[config.mk]
export PLATFORM = sky130hd
export DESIGN_NAME = bcd_ram
export DESIGN_NICKNAME = d
export VERILOG_FILES = /design/src/rtl/bcd_ram.sv
export SDC_FILE = /design/constraint.sdc
export NUM_CORES = 1
export LEC_CHECK = 0
export BUFFER_PORTS_ARGS = -buffer_cell sky130_fd_sc_hd__buf_4
export CORE_MARGIN = 4
export CORE_UTILIZATION = 40
export CTS_CLUSTER_SIZE = 30
export DETAILED_ROUTE_END_ITERATION = 8
export HOLD_SLACK_MARGIN = 0.06
export PLACE_DENSITY = 0.57
export SLEW_MARGIN = 20
export SYNTH_ARGS = -nofsm -noshare
export SYNTH_HDL_FRONTEND = slang
export SYNTH_SLANG_ARGS = --single-unit
[constraint.sdc]
create_clock -name clk -period 3 [get_ports clk]
set_input_delay 0.15 -clock clk [delete_from_list [all_inputs] [get_ports clk]]
set_output_delay 0.15 -clock clk [all_outputs]
set_load 0.02 [all_outputs]
[src/rtl/bcd_ram.sv]
// Generic simple dual-port RAM with registered read.
// No dependencies.
module bcd_ram #(
	parameter int W = 8,
	parameter int D = 16
) (
	input  logic                 clk,
	input  logic                 we,
	input  logic [$clog2(D)-1:0] waddr,
	input  logic [W-1:0]         wdata,
	input  logic                 re,
	input  logic [$clog2(D)-1:0] raddr,
	output logic [W-1:0]         rdata
);
	logic [W-1:0] mem_q [D];

	always_ff @(posedge clk) begin
		if (we) begin
			mem_q[waddr] <= wdata;
		end
		if (re) begin
			rdata <= mem_q[raddr];
		end
	end
endmodule

==> metrics, run 1 <==
via density per instance=a little over 5; maximum resistive drop on vdd=0.000358 V; DRC violations left=0; Seq/Total Area, Yosys=between 70% and 80%; Setup Skew=0.0102 ns; Worst-path clk slew=0.05 ns; Skew-Pair Late Insertion Delay=around 0.41 ns; part of the power in the clock network=between 40% and 50%; area growth from synthesis to layout=20.8%; IO Pins=27; post-synthesis compound-gate area fraction=2.30%; Leak=roughly 2.1 nW; Mapped Avg Cell Area=between 20 and 25 um2; row count=around 40; # port buffers=26; Worst-Margin Slew=roughly 0.82 ns; xor/xnor cell area share of the yosys netlist=0%; Yosys top cell area share=78.1%; critical-path maximum fanout=32; die area=0.0150 mm2; vias in the first global route=around 2,600; Final Setup Violations=0; CTS Buf Count=17; #FFs+latches synth=136; Fmax achieved=around 0.64 GHz; TritonRoute pass-1 iters=4; Fin. Hold Viols=0; CP Class=in2reg; combinational family with the most area after synthesis=multiplexers; fillers=1,080; Netlist Area Pre-Place=0.00523 mm2; status=finished clean; largest area contributor in the netlist=edfxtp_1; DR iter-0 viols=around 140; Wirelength per Cell=around 22 um; Net Sw Power=around 840 uW; worst path required time=approximately 3.2 ns; via count=2,432; maxcap violations=0; Slew Limit Fails=0; Internal=3.61 mW; dpl ws=approximately 0.99 ns; GRT overflow=0; cells after synthesis=~230; Final WS setup=between 1 and 1.5 ns; Synth Area in Simple Gates=under 10%; Synth cell types=18; setup bufs post-CTS=0; Ant. Diodes=0; RSZ-0062 raised after global routing=false; die width=122 um; RePlAce Congestion=0.721; clock buffer depth=2; fin nets=~300; Die Height=about 120 um; WL final=between 10 and 15 mm; syn_nets=248; post-DP HPWL=roughly 6.3 mm; crit path time final=1.57 ns; Placeable Area=roughly 0.013 mm2; Synth warnings=0; CTS Root Cell=clkbuf_16; DRT antenna net count=0; Net Sw Frac=a little under a fifth; Gate power share=4.9%; P per Cell Area=just over 700 mW/mm2; Rel. slew slack=between 40% and 50%; top post-synthesis cells by area=edfxtp_1 (78%), mux4_2 (7.8%), mux4_1 (7.0%); initial cell density of the core=slightly above 40%; CTS tree=done; register share of total power=48.4%; DP Cell Count=429; mux share of post-synthesis cell area=between 10 and 15%; Data arrival, critical path=~1.7 ns; Setup crit end kind=flip-flop; largest net degree at the start of global routing=33; setup_tns=0 ns; layout cells sized above 1=about 28%; htree depth=4; Tot GR Track Use=between 10% and 20%; CP Launch Type=primary input; initial antenna violation count=0; Non-Filler Instances=approximately 470; first-pass GRT wire length=15.6 mm; adder-cell share of the synthesized area=0%; fin crit share=between 50 and 60%; Sink Count=136; Hold Path Class=in2reg
-- routing by layer --
layer,global-route usage [%],part of all wire [%]
met5,0,0
met2,22.7,48
met3,3.73,6.1
met1,21.3,44
met4,6.51,1.6
-- sequential cells by signal, indices dropped and copies added (netlist names) --
register	cells
mem_q	128
rdata	8
-- kinds of logic after synthesis --
family / count (synthesis)
compound gates: 16
simple gates: 35
flops: 136
buf+inv: 10
mux: 32
-- through the flow --
step	cell area (um2)	hold WS, ns	power [mW]	util, %
floorplan	5230	0.249	2.31	-
detailed placement	5640	0.463	2.40	44.3
CTS	6310	0.0691	4.49	49.6
finish	6310	0.0784	4.45	49.6
global route	6310	0.0796	4.59	49.6
global placement	5640	0.455	2.40	44.3
-- critical path: stages --
cell	delay (ns)
buf_4	0.47
mux4_1	0.64
a22oi_1	0.30
nand2_1	0.10
-- power by group through the flow --
stage          clock, mW  sequential (mW)  combinational, mW
3_3_place_gp           0             2.19              0.209
3_5_place_dp           0             2.19              0.213
4_1_cts             2.11             2.15              0.222
2_1_floorplan          0             2.20              0.108
6_report            2.08             2.15              0.218
5_1_grt             2.20             2.15              0.239
-- timing repair --
item	CTS	global route
hold buffers	8	0
gates resized for setup	0	0
endpoints found under the hold margin	120	0
-- path summary, 6_finish.rpt --
path	depth (start not counted)	startpoint	endpoint	slack, ns
max	4	raddr[0]	rdata[3]	1.43
min	1	wdata[2]	mem_q[7][2]	0.08
max reg2reg	3	mem_q[1][3]	rdata[3]	1.47
min reg2reg	3	mem_q[12][6]	rdata[6]	0.75
-- synthesized netlist by cell type (all sizes together) --
library cell,instances
mux4,32
nand2,9
buf,7
and2,1
nor2b,1
and2b,1
nand3b,2
nand2b,2
a22oi,16
clkdlybuf4s25,3
nor2,13
nor3,4
nand3,1
or3b,1
edfxtp,136
-- cell usage in the layout, fill, tap and decap left out, drive strengths merged --
cell / instances
dlygate4sd3: 8
clkinv: 8
or3b: 1
bufinv: 4
a22oi: 16
and2b: 1
nor2b: 1
nand3b: 2
nand2: 9
nor2: 13
nor3: 4
nand3: 1
and2: 1
clkbuf: 20
mux4: 32
edfxtp: 136
buf: 38
nand2b: 2
-- cell type report --
type                       count  area [um2]  area share (%)
clock inverter                12         156            2.48
tap                          172         215            3.41
sequential                   136        4080            64.7
multi-input combinational     83        1060            16.7
clock buffer                  20         437            6.91
timing repair buffer          46         365            5.79
Power figures use the tool's default switching activity.
==> inputs of run 2 (changes only) <==
--- a/config.mk
+++ b/config.mk
@@ -11,7 +11,7 @@
 export CTS_CLUSTER_SIZE = 30
 export DETAILED_ROUTE_END_ITERATION = 8
 export HOLD_SLACK_MARGIN = 0.06
-export PLACE_DENSITY = 0.57
+export PLACE_DENSITY = 0.59
 export SLEW_MARGIN = 20
 export SYNTH_ARGS = -nofsm -noshare
 export SYNTH_HDL_FRONTEND = slang
==> constraint.sdc (replaced) <==
create_clock -name clk -period 1.3 [get_ports clk]
set_input_delay 0.065 -clock clk [delete_from_list [all_inputs] [get_ports clk]]
set_output_delay 0.065 -clock clk [all_outputs]
set_load 0.02 [all_outputs]
==> run 2 against run 1 <==
Effect of this change:
- the run now ends with setup timing left
- clock-buffer cell count decreased by 2
- worst setup slack worse by 1.6 ns
- clock skew down 0.0040 ns
- flip-flop and latch count unchanged
- die area did not move
- final cell count increased by 4.1%
- utilization rose by 1.7 points
- via count rose by 3.9%
- highest routed layer unchanged
==> metrics, run 2 (synthesis gave the netlist of run 1 again) <==
Hold Path Class=in2reg; commonest non-fill, non-tap cell in the layout=edfxtp_1; Worst-path clk slew=0.06 ns (about the same); P per Cell Area=1570 mW/mm2 (+120%); WHS=0.184 ns (+0.105 ns); via count=2,527 (+3.9%); most frequent cells in the layout=edfxtp_1 (136), buf_4 (50), mux4_2 (29); Worst R2R Setup Slack=-0.14 ns (-1.61 ns); Rel. slew slack=41.8% (-3.4 points); Reg2Reg Capture Point=rdata[6]; CP Class=reg2reg; dpl ws=-0.282 ns (-1.28 ns); Ant. Diodes=0 (unchanged); CP peak stage delay=0.50 ns (-0.14 ns); Pwr Total=10.3 mW (+130%); CP Launch Type=flip-flop; Setup Skew=0.00621 ns (-0.00402 ns); slowest library cell on the worst path=mux4_2; failing checks=setup timing; die width=122 um (unchanged); worst path required time=1.45 ns (-1.70 ns); status=finished, violations left; via density per instance=5.18 (-0.14%); Tot GR Track Use=15.8% (+0.60 points); Die Height=122 um (unchanged); first-pass GRT wire length=16.3 mm (+4.6%); biggest regs=mem_q: 128 flops, rdata: 8 flops; critical-path maximum fanout=1 (-97%); crit path time final=roughly 1.4 ns; TritonRoute pass-1 iters=4 (unchanged); Final Setup Violations=8 (+8); CTS tree=done; Critical Path, Cell by Cell=mux4_2 -> a22oi_2 -> nand2_1; GRT overflow=0 (unchanged); fin crit share=111%; Fin. Hold Viols=0 (unchanged); CTS Buf Count=17 (unchanged); Largest register FFs=128 (unchanged); CTS Root Cell=clkbuf_16; maximum resistive drop on vdd=0.00121 V (+240%); maxcap violations=0 (unchanged); Sink Count=136 (unchanged); Largest Register=mem_q; # port buffers=26 (unchanged); RSZ-0062 raised after global routing=true; cell count of the worst reg-to-reg path=3 (unchanged); Final WS setup=-0.141 ns (-1.57 ns); Setup crit end kind=flip-flop; WL final=10.5 mm (+2.9%); crit path to=rdata[6]; fin nets=322 (+6.3%); initial antenna violation count=0 (unchanged); row count=41 (unchanged); post-DP HPWL=6.80 mm (+8.1%); Leak=2.19 nW (+3.0%); DRC violations left=0 (unchanged); htree depth=4 (unchanged); Slew Limit Fails=0 (unchanged); setup bufs post-CTS=0 (unchanged); Wirelength per Cell=21.5 um (-1.1%); Placeable Area=0.0127 mm2 (unchanged); clock buffer depth=2 (unchanged); DR iter-0 viols=227 (+68%); post-route design area=0.00653 mm2 (+3.5%); DRT antenna net count=0 (unchanged); Post-Place Cell Area=0.00583 mm2 (+3.3%); RePlAce Congestion=0.709 (-1.7%); Skew-Pair Late Insertion Delay=0.41 ns (about the same); largest net degree at the start of global routing=17 (-48%); Worst-Margin Slew=0.871 ns (+0.0517 ns); die area=0.0150 mm2 (unchanged); CP Launch Point=mem_q[0][6]; Reg-to-Reg Start=mem_q[0][6]; initial cell density of the core=41.1% (unchanged); Data arrival, critical path=1.60 ns (-0.11 ns); layout cells sized above 1=39.2% (+11 points); IO Pins=27 (unchanged); vias in the first global route=2,668 (+4.2%); Fmax achieved=roughly 0.69 GHz; area growth from synthesis to layout=25.0%
==> run 2: what timing repair did <==
action | in CTS | in global routing
endpoints found under the setup margin | 8 | 8
pin swaps | 5 | 1
hold buffers | 9 | 0
gates resized for setup | 12 | 1
endpoints found under the hold margin | 136 | 0
==> run 2: report_power, final <==
group,internal (mW),switching [mW],leakage (nW)
combinational,0.289,0.306,0.672
sequential,4.94,0.0291,1.24
clock,2.99,1.72,0.279
total,8.22,2.05,2.19
==> run 2: worst min path at each step <==
stage / start / to / cells after the start
detailed placement: wdata[3] / mem_q[8][3] / 1
floorplan: wdata[0] / mem_q[0][0] / 0
CTS: waddr[0] / mem_q[0][5] / 3
global route: waddr[0] / mem_q[0][1] / 3
global placement: wdata[3] / mem_q[8][3] / 1
finish: waddr[0] / mem_q[0][0] / 3
==> run 2: per-layer routing <==
metal / vias up / share of wire (%) / track usage (%)
met5: - / 0 / 0
met4: 0 / 1.8 / 5.81
met3: 13 / 4.9 / 4.52
met2: 75 / 50 / 24.5
met1: 1316 / 43 / 21.3
li1: 1123 / - / -
==> run 2: stage by stage <==
step           util [%]  instances  TNS, ns
6_report           51.4        488   -0.788
5_1_grt            51.4        488    -1.20
4_1_cts            51.3        488   -0.910
3_5_place_dp       45.8        447    -3.16
3_3_place_gp       45.8        447    -2.31
2_1_floorplan         -        229   -0.946
==> run 2: cell type report <==
type	count	area [um2]
Clock buffer	18	429
Clock inverter	14	156
Fill cell	1044	6190
Multi-Input combinational cell	83	1060
Sequential cell	136	4080
Tap cell	172	215
Timing Repair Buffer	65	586
==> run 2: critical path, delay by kind of cell, from the launching register on <==
family / cells / cell delay (ns)
simple gates: 1 / 0.09
mux: 1 / 0.50
compound gates: 1 / 0.22
flops: 1 / 0.38
==> inputs of run 3 (changes only) <==
--- a/config.mk
+++ b/config.mk
@@ -6,6 +6,7 @@
 export NUM_CORES = 1
 export LEC_CHECK = 0
 export BUFFER_PORTS_ARGS = -buffer_cell sky130_fd_sc_hd__buf_4
+export CORE_ASPECT_RATIO = 0.6
 export CORE_MARGIN = 4
 export CORE_UTILIZATION = 40
 export CTS_CLUSTER_SIZE = 30
==> run 3 against run 2 <==
Effect of this change:
- the flow still finishes with violations (setup timing)
- fmax up 3.6%
- worst setup slack better by 0.050 ns
- hold slack better by 0.015 ns
- global-route usage down 0.60 points
- first-iteration DRC count is 8.4% lower
- clock power down 11%
- utilization shrank 0.96 points
- die area rose by 0.40%
- clock skew is 0.0057 ns higher
- sequential share of layout area rose by 0.74 points
- cell area fell by 1.2%
- final cell count fell by 1.0%
- largest power group unchanged
==> metrics, run 3 (synthesis gave the netlist of run 1 again) <==
status=finished, violations left; failing checks=setup timing; crit path time final=1.39 ns (-0.0497 ns); vias in the first global route=2,544 (-4.6%); register share of total power=51.0% (+2.6 points); initial antenna violation count=0 (unchanged); most frequent cells in the layout=edfxtp_1 (136), buf_4 (49), mux4_2 (28); htree depth=4 (unchanged); Fmax achieved=0.719 GHz (+3.6%); WL final=10.6 mm (+0.74%); largest net degree at the start of global routing=17 (unchanged); row count=32 (-22%); CTS Buf Count=17 (unchanged); Placeable Area=0.0128 mm2 (+0.71%); DRT antenna net count=0 (unchanged); first-pass GRT wire length=15.9 mm (-2.8%); Largest register FFs=128 (unchanged); RSZ-0062 raised after global routing=true; Sink Count=136 (unchanged); CTS Root Cell=clkbuf_16; P per Cell Area=1510 mW/mm2 (-3.8%); die area=0.0150 mm2 (+0.40%); IO Pins=27 (unchanged); CP Launch Type=flip-flop; Net Sw Frac=20.3% (+0.32 points); Post-Place Cell Area=0.00580 mm2 (-0.52%); Final WS setup=-0.0918 ns (+0.0497 ns); fin crit share=107% (-3.8 points); Fin. Hold Viols=0 (unchanged); Hold Path Class=in2reg; TritonRoute pass-1 iters=4 (unchanged); fin nets=320 (-0.62%); Die Height=96.6 um (-21%); Slew Limit Fails=0 (unchanged); Data arrival, critical path=1.55 ns (-0.05 ns); part of the power in the clock network=43.0% (-2.8 points); Internal=7.78 mW (-5.3%); Wirelength per Cell=21.8 um (+1.8%); post-DP HPWL=7.09 mm (+4.3%); Ant. Diodes=0 (unchanged); Largest Register=mem_q; fillers=1,057 (+1.2%); area growth from synthesis to layout=23.5%; biggest regs=mem_q: 128 flops, rdata: 8 flops; CP Class=reg2reg; RePlAce Congestion=0.751 (+6.0%); # port buffers=26 (unchanged); via count=2,492 (-1.4%); setup bufs post-CTS=0 (unchanged); layout cells sized above 1=38.0% (-1.2 points); worst path required time=1.46 ns (about the same); DRC violations left=0 (unchanged); critical-path maximum fanout=1 (unchanged); Net Sw Power=1.98 mW (-3.4%); via density per instance=5.16 (-0.36%); GRT overflow=0 (unchanged); maximum resistive drop on vdd=0.000829 V (-31%); Gate power share=6.1% (+0.3 points); Rel. slew slack=34.8% (-7.1 points); initial cell density of the core=40.8% (-0.29 points); Skew-Pair Late Insertion Delay=0.41 ns (about the same); Pwr Total=9.76 mW (-4.9%); post-route design area=0.00646 mm2 (-1.2%); Final Setup Violations=8 (unchanged); Tot GR Track Use=15.2% (-0.60 points); Worst-path clk slew=0.05 ns (about the same); die width=156 um (+27%); Setup Skew=0.0120 ns (+0.00575 ns); Worst-Margin Slew=0.977 ns (+0.106 ns); DR iter-0 viols=208 (-8.4%); CTS tree=done; maxcap violations=0 (unchanged); clock buffer depth=2 (unchanged); commonest non-fill, non-tap cell in the layout=edfxtp_1; Setup crit end kind=flip-flop; Leak=2.14 nW (-1.9%)
run 3: cell types whose count changed in the layout (fill, tap and decap cells not counted), sizes merged:
cell	delta
buf	-2
inv	-1
clkinv	+2
bufinv	-2
run 3: repair_timing:
item / in CTS / in global routing
pin swaps: 4 / 1
setup endpoints to repair: 8 / 8
hold buffers: 9 / 0
hold endpoints to repair: 136 / 0
gates resized for setup: 10 / 5
run 3: per-layer routing:
metal	GRT usage, %	up-vias	routed length (um)
met5	0	-	0
met4	4.59	0	0
met3	4.67	0	1250
met2	20.5	111	4490
met1	23.4	1264	4820
li1	-	1117	-
run 3: power groups by stage:
| stage | Clock [mW] | Combinational (mW) | Sequential [mW] |
|---|---|---|---|
| after floorplan | 0 | 0.259 | 5.08 |
| after CTS | 4.28 | 0.595 | 4.98 |
| final | 4.19 | 0.595 | 4.97 |
| after detailed placement | 0 | 0.554 | 5.06 |
| after global placement | 0 | 0.545 | 5.06 |
| after global routing | 4.51 | 0.639 | 4.98 |
run 3: path summary, 6_finish.rpt:
check         startpoint           to  slack (ns)  depth (start not counted)
max          mem_q[3][3]     rdata[3]       -0.09                          3
min             waddr[0]  mem_q[8][2]        0.20                          3
max reg2reg  mem_q[3][3]     rdata[3]       -0.09                          3
min reg2reg  mem_q[6][2]     rdata[2]        0.73                          3
run 3: worst max-delay path, stage by stage, from the launching register on:
cell      delay, ns
edfxtp_1       0.37
mux4_2         0.52
a22oi_2        0.18
nand2_1        0.07
run 3: per-stage QoR:
| stage | setup slack, ns | TNS, ns | util, % | std cells | hold WS, ns |
|---|---|---|---|---|---|
| finish | -0.0918 | -0.608 | 50.4 | 483 | 0.198 |
| global route | -0.133 | -0.960 | 50.4 | 483 | 0.185 |
| CTS | -0.108 | -0.700 | 50.2 | 483 | 0.173 |
| detailed placement | -0.323 | -3.68 | 45.3 | 443 | 0.372 |
| global placement | -0.308 | -3.10 | 45.3 | 443 | 0.375 |
| floorplan | -0.0311 | -0.946 | - | 229 | 0.164 |
run 3: final cells by class:
| class | instances | area [um2] | share of cell area (%) |
|---|---|---|---|
| clock buffer | 18 | 429 | 6.65 |
| clock inverter | 13 | 88.8 | 1.38 |
| multi-input combinational | 83 | 1080 | 16.8 |
| sequential | 136 | 4080 | 63.2 |
| tap | 170 | 213 | 3.29 |
| timing repair buffer | 63 | 558 | 8.64 |
